### config.mk
export PLATFORM = sky130hd
export DESIGN_NAME = signal_pending_mask_dispatcher_flat
export DESIGN_NICKNAME = d
export VERILOG_FILES = /design/src/design/spmd_pkg.sv /design/src/design/spmd_if.sv /design/src/design/spmd_ram.sv /design/src/design/spmd_settle.sv /design/src/design/signal_pending_mask_dispatcher.sv /design/src/flat_wrapper.sv
export VERILOG_INCLUDE_DIRS = /design/src /design/src/design
export SDC_FILE = /design/constraint.sdc
export NUM_CORES = 2
export LEC_CHECK = 0
export ABC_CLOCK_PERIOD_IN_PS = 5310
export BUFFER_PORTS_ARGS = -buffer_cell sky130_fd_sc_hd__buf_2
export CAP_MARGIN = 0
export CORE_MARGIN = 1.5
export CORE_UTILIZATION = 58
export CTS_BUF_LIST = sky130_fd_sc_hd__clkbuf_8
export CTS_CLUSTER_SIZE = 16
export DETAILED_ROUTE_END_ITERATION = 8
export GPL_ROUTABILITY_DRIVEN = 1
export PLACE_DENSITY_LB_ADDON = 0.25
export SETUP_SLACK_MARGIN = 0.1
export SKIP_CTS_REPAIR_TIMING = 1
export SLEW_MARGIN = 20
export SYNTH_ARGS = -nofsm -noshare
export SYNTH_HDL_FRONTEND = slang
export SYNTH_SLANG_ARGS = --single-unit
### constraint.sdc
create_clock -name clk_i -period 5.31 [get_ports clk_i]
set_clock_uncertainty 0.1 [all_clocks]
set_input_delay 0 -clock clk_i [delete_from_list [all_inputs] [get_ports clk_i]]
set_output_delay 0 -clock clk_i [all_outputs]
set_load 0.1 [all_outputs]
### src/design/signal_pending_mask_dispatcher_macros.svh
// ----------------------------------------------------------------------------
// Assertion macros for the signal pending mask dispatcher
// Concurrent check wrappers that compile away when NO_ASSERTIONS is set.
// ----------------------------------------------------------------------------
`ifndef SIGNAL_PENDING_MASK_DISPATCHER_MACROS_SVH
`define SIGNAL_PENDING_MASK_DISPATCHER_MACROS_SVH

`ifndef NO_ASSERTIONS
// same-cycle implication
`define SPMD_ASSERT_IMP(lbl, clk, rstn, ante, cons) \
  lbl: assert property (@(posedge clk) disable iff (!rstn) (ante) |-> (cons)) \
    else $error("spmd assertion failed");
// next-cycle implication
`define SPMD_ASSERT_NXT(lbl, clk, rstn, ante, cons) \
  lbl: assert property (@(posedge clk) disable iff (!rstn) (ante) |=> (cons)) \
    else $error("spmd assertion failed");
`else
`define SPMD_ASSERT_IMP(lbl, clk, rstn, ante, cons)
`define SPMD_ASSERT_NXT(lbl, clk, rstn, ante, cons)
`endif

`endif

### src/design/spmd_pkg.sv
`timescale 1ns / 1ps
// ----------------------------------------------------------------------------
// spmd_pkg
// Shared widths, codes and helpers of the signal pending mask dispatcher.
// ----------------------------------------------------------------------------
package spmd_pkg;

  localparam int SigCount = 32;
  localparam int SigW     = 5;
  localparam int AddrW    = $clog2(SigCount);
  localparam int OpW      = 3;
  localparam int DispW    = 2;
  localparam int PidW     = 31;
  localparam int UidW     = 32;
  localparam int MaskW    = 32;
  localparam int CfgW     = 32;
  localparam int CfgIdxW  = 2;
  localparam int SndW     = PidW + UidW;

  localparam logic [SigW:0] SigCountV = (SigW + 1)'(SigCount);

  typedef logic [SigCount-1:0] sig_vec_t;

  typedef enum logic [OpW-1:0] {
    OP_SEND     = 3'd0,
    OP_SET_ACT  = 3'd1,
    OP_SET_MASK = 3'd2,
    OP_GET_PEND = 3'd3,
    OP_EXEC_RST = 3'd4
  } op_e;

  typedef enum logic [DispW-1:0] {
    DISP_DEFAULT = 2'd0,
    DISP_IGNORE  = 2'd1,
    DISP_HANDLER = 2'd2,
    DISP_INVALID = 2'd3
  } disp_e;

  typedef enum logic [CfgIdxW-1:0] {
    CFG_KILL_MASK = 2'd0,
    CFG_KILL_NUM  = 2'd1,
    CFG_STOP_NUM  = 2'd2
  } cfg_idx_e;

  typedef enum logic [1:0] {
    ST_IDLE,
    ST_EXEC,
    ST_SETTLE
  } state_e;

  // outcome of the settle pass
  typedef struct packed {
    sig_vec_t        pend;
    logic [SigW-1:0] kill;
    logic            handler;
  } settle_t;

  // index of the lowest set bit, zero when none
  function automatic logic [SigW-1:0] lowest_idx(input sig_vec_t v);
    logic [SigW-1:0] r;
    r = '0;
    for (int i = SigCount - 1; i >= 0; i--) begin
      if (v[i]) begin
        r = SigW'(i);
      end
    end
    return r;
  endfunction

endpackage

### src/design/spmd_if.sv
`timescale 1ns / 1ps
// ----------------------------------------------------------------------------
// spmd request and response channels
// Valid/ready channels carrying one request item or one response item.
// ----------------------------------------------------------------------------
interface spmd_req_if;
  import spmd_pkg::*;
  logic                 valid;
  logic                 ready;
  logic [OpW-1:0]       operation;
  logic [SigW-1:0]      signal_number;
  logic [PidW-1:0]      sender_pid;
  logic [UidW-1:0]      sender_uid;
  logic [DispW-1:0]     new_disposition;
  logic [MaskW-1:0]     new_mask;

  modport source (output valid, operation, signal_number, sender_pid, sender_uid,
                  new_disposition, new_mask, input ready);
  modport sink   (input valid, operation, signal_number, sender_pid, sender_uid,
                  new_disposition, new_mask, output ready);
endinterface

interface spmd_rsp_if;
  import spmd_pkg::*;
  logic            valid;
  logic            ready;
  logic            error;
  logic [SigW-1:0] info_signal;
  logic [PidW-1:0] info_pid;
  logic [UidW-1:0] info_uid;
  logic [SigW-1:0] kill_signal;
  logic            handler_needed;

  modport source (output valid, error, info_signal, info_pid, info_uid, kill_signal,
                  handler_needed, input ready);
  modport sink   (input valid, error, info_signal, info_pid, info_uid, kill_signal,
                  handler_needed, output ready);
endinterface

### src/design/spmd_ram.sv
`timescale 1ns / 1ps
// ----------------------------------------------------------------------------
// spmd_ram
// Single-port synchronous RAM, read-first, registered read data.
// ----------------------------------------------------------------------------
module spmd_ram #(
  parameter int Width = 8,
  parameter int Depth = 32
) (
  input  logic                     clk_i,
  input  logic                     en_i,
  input  logic                     we_i,
  input  logic [$clog2(Depth)-1:0] addr_i,
  input  logic [Width-1:0]         wdata_i,
  output logic [Width-1:0]         rdata_o
);

  logic [Width-1:0] mem_q [Depth];
  logic [Width-1:0] rdata_q;

  always_ff @(posedge clk_i) begin
    if (en_i) begin
      if (we_i) begin
        mem_q[addr_i] <= wdata_i;
      end
      rdata_q <= mem_q[addr_i];
    end
  end

  assign rdata_o = rdata_q;

endmodule

### src/design/spmd_settle.sv
`timescale 1ns / 1ps
// ----------------------------------------------------------------------------
// spmd_settle
// Clears deliverable default signals, picks the kill, flags handler work.
// ----------------------------------------------------------------------------
module spmd_settle (
  input  spmd_pkg::sig_vec_t pend_i,
  input  spmd_pkg::sig_vec_t mask_i,
  input  spmd_pkg::sig_vec_t ign_i,
  input  spmd_pkg::sig_vec_t hnd_i,
  input  spmd_pkg::sig_vec_t kill_class_i,
  output spmd_pkg::settle_t  res_o
);
  import spmd_pkg::*;

  sig_vec_t deliv;
  sig_vec_t dflt;

  assign deliv = pend_i & ~mask_i;
  assign dflt  = deliv & ~ign_i & ~hnd_i;

  always_comb begin
    res_o.pend    = pend_i & ~dflt;
    res_o.kill    = lowest_idx(dflt & kill_class_i);
    res_o.handler = |(deliv & hnd_i);
  end

endmodule

### src/design/signal_pending_mask_dispatcher.sv
`timescale 1ns / 1ps
// ----------------------------------------------------------------------------
// signal_pending_mask_dispatcher
// Per-process signal controller: pending set, block mask, dispositions and
// sender records, one operation per request item, one response item each.
// ----------------------------------------------------------------------------
// Each request passes through idle, exec and settle while the response side
// keeps up. The idle cycle in which the item is accepted latches it. The exec
// cycle applies the operation and accesses the sender RAM (write on send,
// read of the popped entry on get pending). The settle cycle takes the RAM
// read data, runs the settle pass and loads the response register. The
// response becomes valid as the block returns to idle, and the next item can
// be accepted in that same cycle. The single RAM port and its registered read
// data place settle after exec. A new item is accepted as soon as the block is
// back in idle, even while the previous response still waits in the output
// register; the settle cycle holds while that register is full and not taken.
// Sender pid and uid live in the RAM without reset; only entries of pending
// signals are ever used, and send always writes them first. Pending set,
// block mask and dispositions (ignore and handler bit vectors) are flops.
// ----------------------------------------------------------------------------
`include "signal_pending_mask_dispatcher_macros.svh"

module signal_pending_mask_dispatcher (
  input  logic                       clk_i,
  input  logic                       rst_ni,
  spmd_req_if.sink                   req_i,
  spmd_rsp_if.source                 rsp_o,
  input  logic                       cfg_we_i,
  input  logic [spmd_pkg::CfgIdxW-1:0] cfg_idx_i,
  input  logic [spmd_pkg::CfgW-1:0]  cfg_data_i
);
  import spmd_pkg::*;

  // configuration
  logic [CfgW-1:0] kdm_q;
  logic [SigW-1:0] kill_num_q, stop_num_q;

  // architectural state
  sig_vec_t pend_q, pend_d;
  sig_vec_t mask_q, mask_d;
  sig_vec_t ign_q, ign_d;
  sig_vec_t hnd_q, hnd_d;

  // latched request item
  logic [OpW-1:0]   op_q;
  logic [SigW-1:0]  num_q;
  logic [PidW-1:0]  pid_q;
  logic [UidW-1:0]  uid_q;
  logic [DispW-1:0] disp_q;
  logic [MaskW-1:0] nmask_q;

  // per-item results carried from exec to settle
  logic            err_q, err_d;
  logic [SigW-1:0] isig_q, isig_d;
  logic            found_q, found_d;

  // response register
  logic            out_valid_q, out_valid_d;
  logic            o_err_q;
  logic [SigW-1:0] o_isig_q;
  logic [PidW-1:0] o_pid_q;
  logic [UidW-1:0] o_uid_q;
  logic [SigW-1:0] o_kill_q;
  logic            o_hnd_q;

  state_e state_q, state_d;

  logic            req_fire;
  logic            out_load;
  logic            num_ok;
  logic            prot_num;
  sig_vec_t        num_bit;
  sig_vec_t        kill_bit, stop_bit;
  logic [SigW-1:0] lo_idx;
  sig_vec_t        lo_bit;
  sig_vec_t        deliv;

  logic             ram_en, ram_we;
  logic [AddrW-1:0] ram_addr;
  logic [SndW-1:0]  ram_rdata;

  settle_t settle;

  // ---------------------------------------------------------------- handshake
  assign req_i.ready = (state_q == ST_IDLE);
  assign req_fire    = req_i.valid && req_i.ready;
  // settle result may load only when the response slot is free or draining
  assign out_load    = (state_q == ST_SETTLE) && (!out_valid_q || rsp_o.ready);

  // ------------------------------------------------------------ state machine
  always_comb begin
    state_d = state_q;
    unique case (state_q)
      ST_IDLE:   if (req_fire) state_d = ST_EXEC;
      ST_EXEC:   state_d = ST_SETTLE;
      ST_SETTLE: if (out_load) state_d = ST_IDLE;
      default:   state_d = ST_IDLE;
    endcase
  end

  // ------------------------------------------------------ operation decoding
  assign num_ok   = (num_q != '0) && ({1'b0, num_q} < SigCountV);
  assign prot_num = (num_q == kill_num_q) || (num_q == stop_num_q);
  assign num_bit  = sig_vec_t'(1) << num_q;
  assign kill_bit = sig_vec_t'(1) << kill_num_q;
  assign stop_bit = sig_vec_t'(1) << stop_num_q;
  assign deliv    = pend_q & ~mask_q;
  assign lo_idx   = lowest_idx(deliv);
  assign lo_bit   = sig_vec_t'(1) << lo_idx;

  // sender RAM access happens only in the exec cycle; read data then holds
  always_comb begin
    ram_en   = (state_q == ST_EXEC);
    ram_we   = 1'b0;
    ram_addr = num_q[AddrW-1:0];
    if (op_q == OP_GET_PEND) begin
      ram_addr = lo_idx[AddrW-1:0];
    end
    if (op_q == OP_SEND && num_ok && ((ign_q | pend_q) & num_bit) == '0) begin
      ram_we = ram_en;
    end
  end

  // apply the operation in exec, the settle pass when the response loads
  always_comb begin
    pend_d  = pend_q;
    mask_d  = mask_q;
    ign_d   = ign_q;
    hnd_d   = hnd_q;
    err_d   = err_q;
    isig_d  = isig_q;
    found_d = found_q;
    if (state_q == ST_EXEC) begin
      err_d   = 1'b0;
      isig_d  = '0;
      found_d = 1'b0;
      unique case (op_e'(op_q))
        OP_SEND: begin
          if (!num_ok) begin
            err_d = 1'b1;
          end else if (((ign_q | pend_q) & num_bit) == '0) begin
            pend_d = pend_q | num_bit;
          end
        end
        OP_SET_ACT: begin
          if (!num_ok || disp_q == DISP_INVALID ||
              (disp_q != DISP_DEFAULT && prot_num)) begin
            err_d = 1'b1;
          end else begin
            ign_d = (disp_q == DISP_IGNORE)  ? (ign_q | num_bit) : (ign_q & ~num_bit);
            hnd_d = (disp_q == DISP_HANDLER) ? (hnd_q | num_bit) : (hnd_q & ~num_bit);
            if (disp_q == DISP_IGNORE) begin
              pend_d = pend_q & ~num_bit;
            end
          end
        end
        OP_SET_MASK: begin
          mask_d = nmask_q[SigCount-1:0] & ~kill_bit & ~stop_bit;
        end
        OP_GET_PEND: begin
          if (deliv != '0) begin
            isig_d  = lo_idx;
            found_d = 1'b1;
            pend_d  = pend_q & ~lo_bit;
          end
        end
        OP_EXEC_RST: begin
          hnd_d = '0;
        end
        default: begin
          err_d = 1'b1;
        end
      endcase
    end else if (out_load) begin
      pend_d = settle.pend;
    end
  end

  always_comb begin
    out_valid_d = out_valid_q;
    if (rsp_o.ready) begin
      out_valid_d = 1'b0;
    end
    if (out_load) begin
      out_valid_d = 1'b1;
    end
  end

  // --------------------------------------------------------------- registers
  always_ff @(posedge clk_i or negedge rst_ni) begin
    if (!rst_ni) begin
      state_q     <= ST_IDLE;
      pend_q      <= '0;
      mask_q      <= '0;
      ign_q       <= '0;
      hnd_q       <= '0;
      out_valid_q <= 1'b0;
      kdm_q       <= 32'h0000_FFFE;
      kill_num_q  <= 5'd9;
      stop_num_q  <= 5'd19;
    end else begin
      state_q     <= state_d;
      pend_q      <= pend_d;
      mask_q      <= mask_d;
      ign_q       <= ign_d;
      hnd_q       <= hnd_d;
      out_valid_q <= out_valid_d;
      if (cfg_we_i) begin
        unique case (cfg_idx_e'(cfg_idx_i))
          CFG_KILL_MASK: kdm_q      <= cfg_data_i;
          CFG_KILL_NUM:  kill_num_q <= cfg_data_i[SigW-1:0];
          CFG_STOP_NUM:  stop_num_q <= cfg_data_i[SigW-1:0];
          default: ;
        endcase
      end
    end
  end

  // payload registers: latch the item, carry per-item results, load response
  always_ff @(posedge clk_i) begin
    if (req_fire) begin
      op_q    <= req_i.operation;
      num_q   <= req_i.signal_number;
      pid_q   <= req_i.sender_pid;
      uid_q   <= req_i.sender_uid;
      disp_q  <= req_i.new_disposition;
      nmask_q <= req_i.new_mask;
    end
    err_q   <= err_d;
    isig_q  <= isig_d;
    found_q <= found_d;
    if (out_load) begin
      o_err_q  <= err_q;
      o_isig_q <= isig_q;
      o_pid_q  <= found_q ? ram_rdata[SndW-1:UidW] : '0;
      o_uid_q  <= found_q ? ram_rdata[UidW-1:0]    : '0;
      o_kill_q <= settle.kill;
      o_hnd_q  <= settle.handler;
    end
  end

  // ---------------------------------------------------------- sender records
  spmd_ram #(
    .Width (SndW),
    .Depth (SigCount)
  ) u_sender_ram (
    .clk_i   (clk_i),
    .en_i    (ram_en),
    .we_i    (ram_we),
    .addr_i  (ram_addr),
    .wdata_i ({pid_q, uid_q}),
    .rdata_o (ram_rdata)
  );

  // ------------------------------------------------------------ settle pass
  spmd_settle u_settle (
    .pend_i       (pend_q),
    .mask_i       (mask_q),
    .ign_i        (ign_q),
    .hnd_i        (hnd_q),
    .kill_class_i (kdm_q[SigCount-1:0]),
    .res_o        (settle)
  );

  // ---------------------------------------------------------------- response
  assign rsp_o.valid          = out_valid_q;
  assign rsp_o.error          = o_err_q;
  assign rsp_o.info_signal    = o_isig_q;
  assign rsp_o.info_pid       = o_pid_q;
  assign rsp_o.info_uid       = o_uid_q;
  assign rsp_o.kill_signal    = o_kill_q;
  assign rsp_o.handler_needed = o_hnd_q;

  // -------------------------------------------------------------- assertions
  // an ignored signal is never left pending
  `SPMD_ASSERT_IMP(a_no_ignored_pending, clk_i, rst_ni, 1'b1, (pend_q & ign_q) == '0)
  // between items no deliverable signal with default disposition remains
  `SPMD_ASSERT_IMP(a_idle_settled, clk_i, rst_ni, state_q == ST_IDLE, (deliv & ~ign_q & ~hnd_q) == '0)
  // an accepted item goes straight to the exec cycle
  `SPMD_ASSERT_NXT(a_accept_exec, clk_i, rst_ni, req_i.valid && req_i.ready, state_q == ST_EXEC)
  // a response appears only out of the settle cycle
  `SPMD_ASSERT_IMP(a_rsp_from_settle, clk_i, rst_ni, $rose(out_valid_q), $past(state_q) == ST_SETTLE)

endmodule
### src/flat_wrapper.sv
// flat-port wrapper written by rule: the top's interface ports become plain ports
module signal_pending_mask_dispatcher_flat import spmd_pkg::*;
  (clk_i, rst_ni, cfg_we_i, cfg_idx_i, cfg_data_i, req_i_valid, req_i_operation, req_i_signal_number, req_i_sender_pid, req_i_sender_uid, req_i_new_disposition, req_i_new_mask, req_i_ready, rsp_o_valid, rsp_o_error, rsp_o_info_signal, rsp_o_info_pid, rsp_o_info_uid, rsp_o_kill_signal, rsp_o_handler_needed, rsp_o_ready);
  spmd_req_if req_i_i ();
  spmd_rsp_if rsp_o_i ();
  input  logic clk_i;
  input  logic rst_ni;
  input  logic cfg_we_i;
  input  logic [spmd_pkg::CfgIdxW-1:0] cfg_idx_i;
  input  logic [spmd_pkg::CfgW-1:0] cfg_data_i;
  input wire logic [$bits(req_i_i.valid)-1:0] req_i_valid;
  input wire logic [$bits(req_i_i.operation)-1:0] req_i_operation;
  input wire logic [$bits(req_i_i.signal_number)-1:0] req_i_signal_number;
  input wire logic [$bits(req_i_i.sender_pid)-1:0] req_i_sender_pid;
  input wire logic [$bits(req_i_i.sender_uid)-1:0] req_i_sender_uid;
  input wire logic [$bits(req_i_i.new_disposition)-1:0] req_i_new_disposition;
  input wire logic [$bits(req_i_i.new_mask)-1:0] req_i_new_mask;
  output wire logic [$bits(req_i_i.ready)-1:0] req_i_ready;
  output wire logic [$bits(rsp_o_i.valid)-1:0] rsp_o_valid;
  output wire logic [$bits(rsp_o_i.error)-1:0] rsp_o_error;
  output wire logic [$bits(rsp_o_i.info_signal)-1:0] rsp_o_info_signal;
  output wire logic [$bits(rsp_o_i.info_pid)-1:0] rsp_o_info_pid;
  output wire logic [$bits(rsp_o_i.info_uid)-1:0] rsp_o_info_uid;
  output wire logic [$bits(rsp_o_i.kill_signal)-1:0] rsp_o_kill_signal;
  output wire logic [$bits(rsp_o_i.handler_needed)-1:0] rsp_o_handler_needed;
  input wire logic [$bits(rsp_o_i.ready)-1:0] rsp_o_ready;
  assign req_i_i.valid = req_i_valid;
  assign req_i_i.operation = req_i_operation;
  assign req_i_i.signal_number = req_i_signal_number;
  assign req_i_i.sender_pid = req_i_sender_pid;
  assign req_i_i.sender_uid = req_i_sender_uid;
  assign req_i_i.new_disposition = req_i_new_disposition;
  assign req_i_i.new_mask = req_i_new_mask;
  assign req_i_ready = req_i_i.ready;
  assign rsp_o_valid = rsp_o_i.valid;
  assign rsp_o_error = rsp_o_i.error;
  assign rsp_o_info_signal = rsp_o_i.info_signal;
  assign rsp_o_info_pid = rsp_o_i.info_pid;
  assign rsp_o_info_uid = rsp_o_i.info_uid;
  assign rsp_o_kill_signal = rsp_o_i.kill_signal;
  assign rsp_o_handler_needed = rsp_o_i.handler_needed;
  assign rsp_o_i.ready = rsp_o_ready;
  signal_pending_mask_dispatcher u_core (.clk_i(clk_i), .rst_ni(rst_ni), .req_i(req_i_i), .rsp_o(rsp_o_i), .cfg_we_i(cfg_we_i), .cfg_idx_i(cfg_idx_i), .cfg_data_i(cfg_data_i));
endmodule
==> flow_summary.yaml <==
sta:
  timing.fmax_mhz: 192
  max_slew_margin: 0.212
  setup_tns_ps: 0
  finalCritPeriodShare: 0.980
  hold_viol: 0
  finalSetupViolCount: 0
  min_period_ps: 5200
  finalWorstSetupSlack_ps: 108
  rsz0062_at_grt: "no"
  tightestPinTransition_ps: 1180
  finalMaxSlewViolations: 0
power:
  p_comb_frac: 0.142
  vdd_drop_max_uv: 328
  power_density_nw_per_um2: 408
  power.leakage_nw: 37.6
  pwr-share-clk: 0.329
  seqPwrFrac: 0.528
  p_int_mw: 31.9
  swShare: 0.279
  power_switching_mw: 12.4
global_route:
  track_usage: 0.316
  grt_pass1_wl_mm: 370
  antenna_found_initial: 11
  overflow: 0
  grt_pass1_vias: 53906
  grt_max_degree: 75
clocking:
  clkTransAtPathRegs_ps: 60
  clockBufferDepth: 4
  root_buffer: "clkbuf_8"
  numCtsBuffers: 393
  cts.sinks: 2439
  cts_tree: "done"
  htreeDepth: 5
  clock_latency_ps: 1090
finish:
  drive_gt1_frac: 0.163
  nets: 6499
  area_growth_pct: 16.8
  register_area_um2: 72400
  nFillCells: 10314
  multi_input_area_um2: 19700
drt:
  via_per_inst: 6.48
  wl_mm: 263
  dr.pass1.iters: 9
  detail_route.iter0.violations: 7861
  remaining_drc_errors: 0
  wl_per_cell_um: 30.2
  via_count: 56478
  ant_nets: 0
yosys:
  synth_area_um2: 92900
  ys_types: 87
  ys_seq_area_frac: 0.780
  synth_cells: 5456
  postSynth.asyncResetShare: 0.0709
  synthFlopType: "edfxtp_1"
  synth_edf_count: 2266
  yosysWarnings: 0
  synth-seq-cells: 2439
  syn_area_per_cell_um2: 17.0
setup_path:
  rr_worst_depth: 10
  crit_chain: "or3b_2, nor3_1, nor4_1, nand4_1, nor4_1, buf_4, and3_1, nand2_1, nor2_4, buf_4"
  cpPeakStageDelay_ps: 990
  critPathSlowestCell: "edfxtp_1"
  setup.worst_path.start_class: "register"
  r2r-end: "u_core.u_sender_ram.mem_q[26][19]"
  crit_family: "simple AND/OR/NAND/NOR gates"
  crit_type: "register to register"
  regToRegSetupSlack_ps: 110
  cp.depth: 10
  crit_fanout: 20
  timing.rr.start: "u_core.num_q[1]"
  worst_ep_required_time_ps: 5880
  end_kind: "register"
  arrival_ps: 5770
  crit_buf_inv: 2
die:
  die_y_um: 403
  row_count: 146
  initial_core_util: 0.585
  die_area_um2: 162000
  core-area_um2: 159000
  io_pins: 221
  die_w_um: 403
job:
  drv_cap: 0
status:
  status: "complete, no violations"
placement:
  portBuffers: 220
  dp.final_hpwl_mm: 144
  dpl_worst_slack_ps: 98.5
  place_congestion: 0.965
worst_hold_path:
  hp-class: "primary input to async pin"
## tightest hold or removal path: stages
cell and delay [ps]:
dlygate4sd3_1 520, dlygate4sd3_1 560, buf_6 150, buf_16 310
## synthesized netlist by cell type (37+ instances only)
| master | n | area (um^2) |
|---|---|---|
| mux2i_1 | 498 | 4980 |
| nor2b_1 | 40 | 250 |
| nand2_1 | 152 | 571 |
| mux2_2 | 64 | 721 |
| buf_2 | 67 | 335 |
| or4_1 | 64 | 480 |
| edfxtp_1 | 2266 | 68000 |
| a21oi_1 | 106 | 531 |
| dfrtp_1 | 153 | 3830 |
| nand4_1 | 125 | 782 |
| and2_1 | 82 | 513 |
| a22oi_1 | 519 | 3900 |
| and3_1 | 37 | 231 |
| o22ai_1 | 247 | 1550 |
| o21ai_0 | 97 | 485 |
| nand3_1 | 47 | 235 |
| or3_1 | 57 | 357 |
| nor2_1 | 200 | 751 |
| clkbuf_1 | 197 | 739 |
| nor3_1 | 108 | 541 |
## state kept, by name, indices dropped and copies added (netlist names), 5 cells and up, named ones only
name,flops
u_core.u_sender_ram.mem_q,2016
u_core.u_sender_ram.rdata_o,63
u_core.hnd_q,32
u_core.kdm_q,32
u_core.mask_q,32
u_core.nmask_q,32
u_core.pend_q,32
u_core.rsp_o.info_uid,32
u_core.uid_q,32
u_core.pid_q,31
u_core.rsp_o.info_pid,31
u_core.isig_q,5
u_core.kill_num_q,5
u_core.num_q,5
u_core.rsp_o.info_signal,5
u_core.rsp_o.kill_signal,5
u_core.stop_num_q,5
## layer usage
| metal | share of wire | wire length (um) | track usage |
|---|---|---|---|
| met1 | 0.39 | 102000 | 0.446 |
| met2 | 0.46 | 121000 | 0.484 |
| met3 | 0.11 | 29600 | 0.0719 |
| met4 | 0.040 | 10400 | 0.126 |
| met5 | 0.00023 | 60 | 0 |
## worst max path at each step
stage                startpoint                           endpoint
6_report        u_core.num_q[1]  u_core.u_sender_ram.mem_q[26][19]
5_1_grt         u_core.num_q[3]   u_core.u_sender_ram.mem_q[27][3]
4_1_cts         u_core.num_q[3]  u_core.u_sender_ram.mem_q[26][18]
3_5_place_dp    u_core.num_q[3]  u_core.u_sender_ram.mem_q[26][19]
3_3_place_gp    u_core.num_q[3]  u_core.u_sender_ram.mem_q[26][19]
2_1_floorplan  u_core.pend_q[9]   u_core.u_sender_ram.mem_q[23][0]
## cell usage in the layout, fill, tap and decap left out, drive strengths merged, types with 112 or more instances in the layout
cell | Yosys | layout
clkbuf | 197 | 408
mux2i | 498 | 498
nor2 | 204 | 204
o22ai | 247 | 247
dfrtp | 153 | 153
inv | 11 | 123
buf | 108 | 435
nand2 | 153 | 153
a22oi | 519 | 519
nor3 | 112 | 112
nand4 | 125 | 125
edfxtp | 2266 | 2266
clkinv | 0 | 146
dlygate4sd3 | 0 | 312
## cells by family after synthesis
logic type	after synthesis	share of synthesized area
other	1	0.0000404
DFF	2439	0.780
muxes	562	0.0614
buffers and inverters	316	0.0158
xor gates and xnor gates	10	0.000943
and+or+nand+nor	1002	0.0580
AOI/OAI and AO/OA	1126	0.0840
## power by group through the flow
stage / clock, mW / combinational, mW / sequential [mW]
after floorplan: 0 / 3.19 / 24.0
after global placement: 0 / 5.87 / 23.7
after detailed placement: 0 / 5.94 / 23.8
after CTS: 14.7 / 5.96 / 23.4
after global routing: 15.6 / 6.61 / 23.5
final: 14.6 / 6.30 / 23.4
## layout make-up
cell class,count,share of cell area
multi-input combinational,2763,0.181
timing repair buffer,747,0.0623
clock inverter,272,0.0123
clock buffer,408,0.0518
sequential,2439,0.668
antenna,3,0.0000692
tap,2072,0.0239
inverter,11,0.000427
## through the flow
step | hold slack [ps] | power (mW) | area (um^2) | cells | util
after CTS | -1210 | 44.1 | 105000 | 8396 | 0.663
after global routing | 27.0 | 45.6 | 108000 | 8715 | 0.683
after detailed placement | -50.7 | 29.7 | 98200 | 7716 | 0.619
final | 8.53 | 44.3 | 108000 | 8715 | 0.683
after global placement | -60.6 | 29.6 | 98200 | 7716 | 0.619
after floorplan | -396 | 27.2 | 93100 | 5518 | -
(Power assumes the default switching activity.)
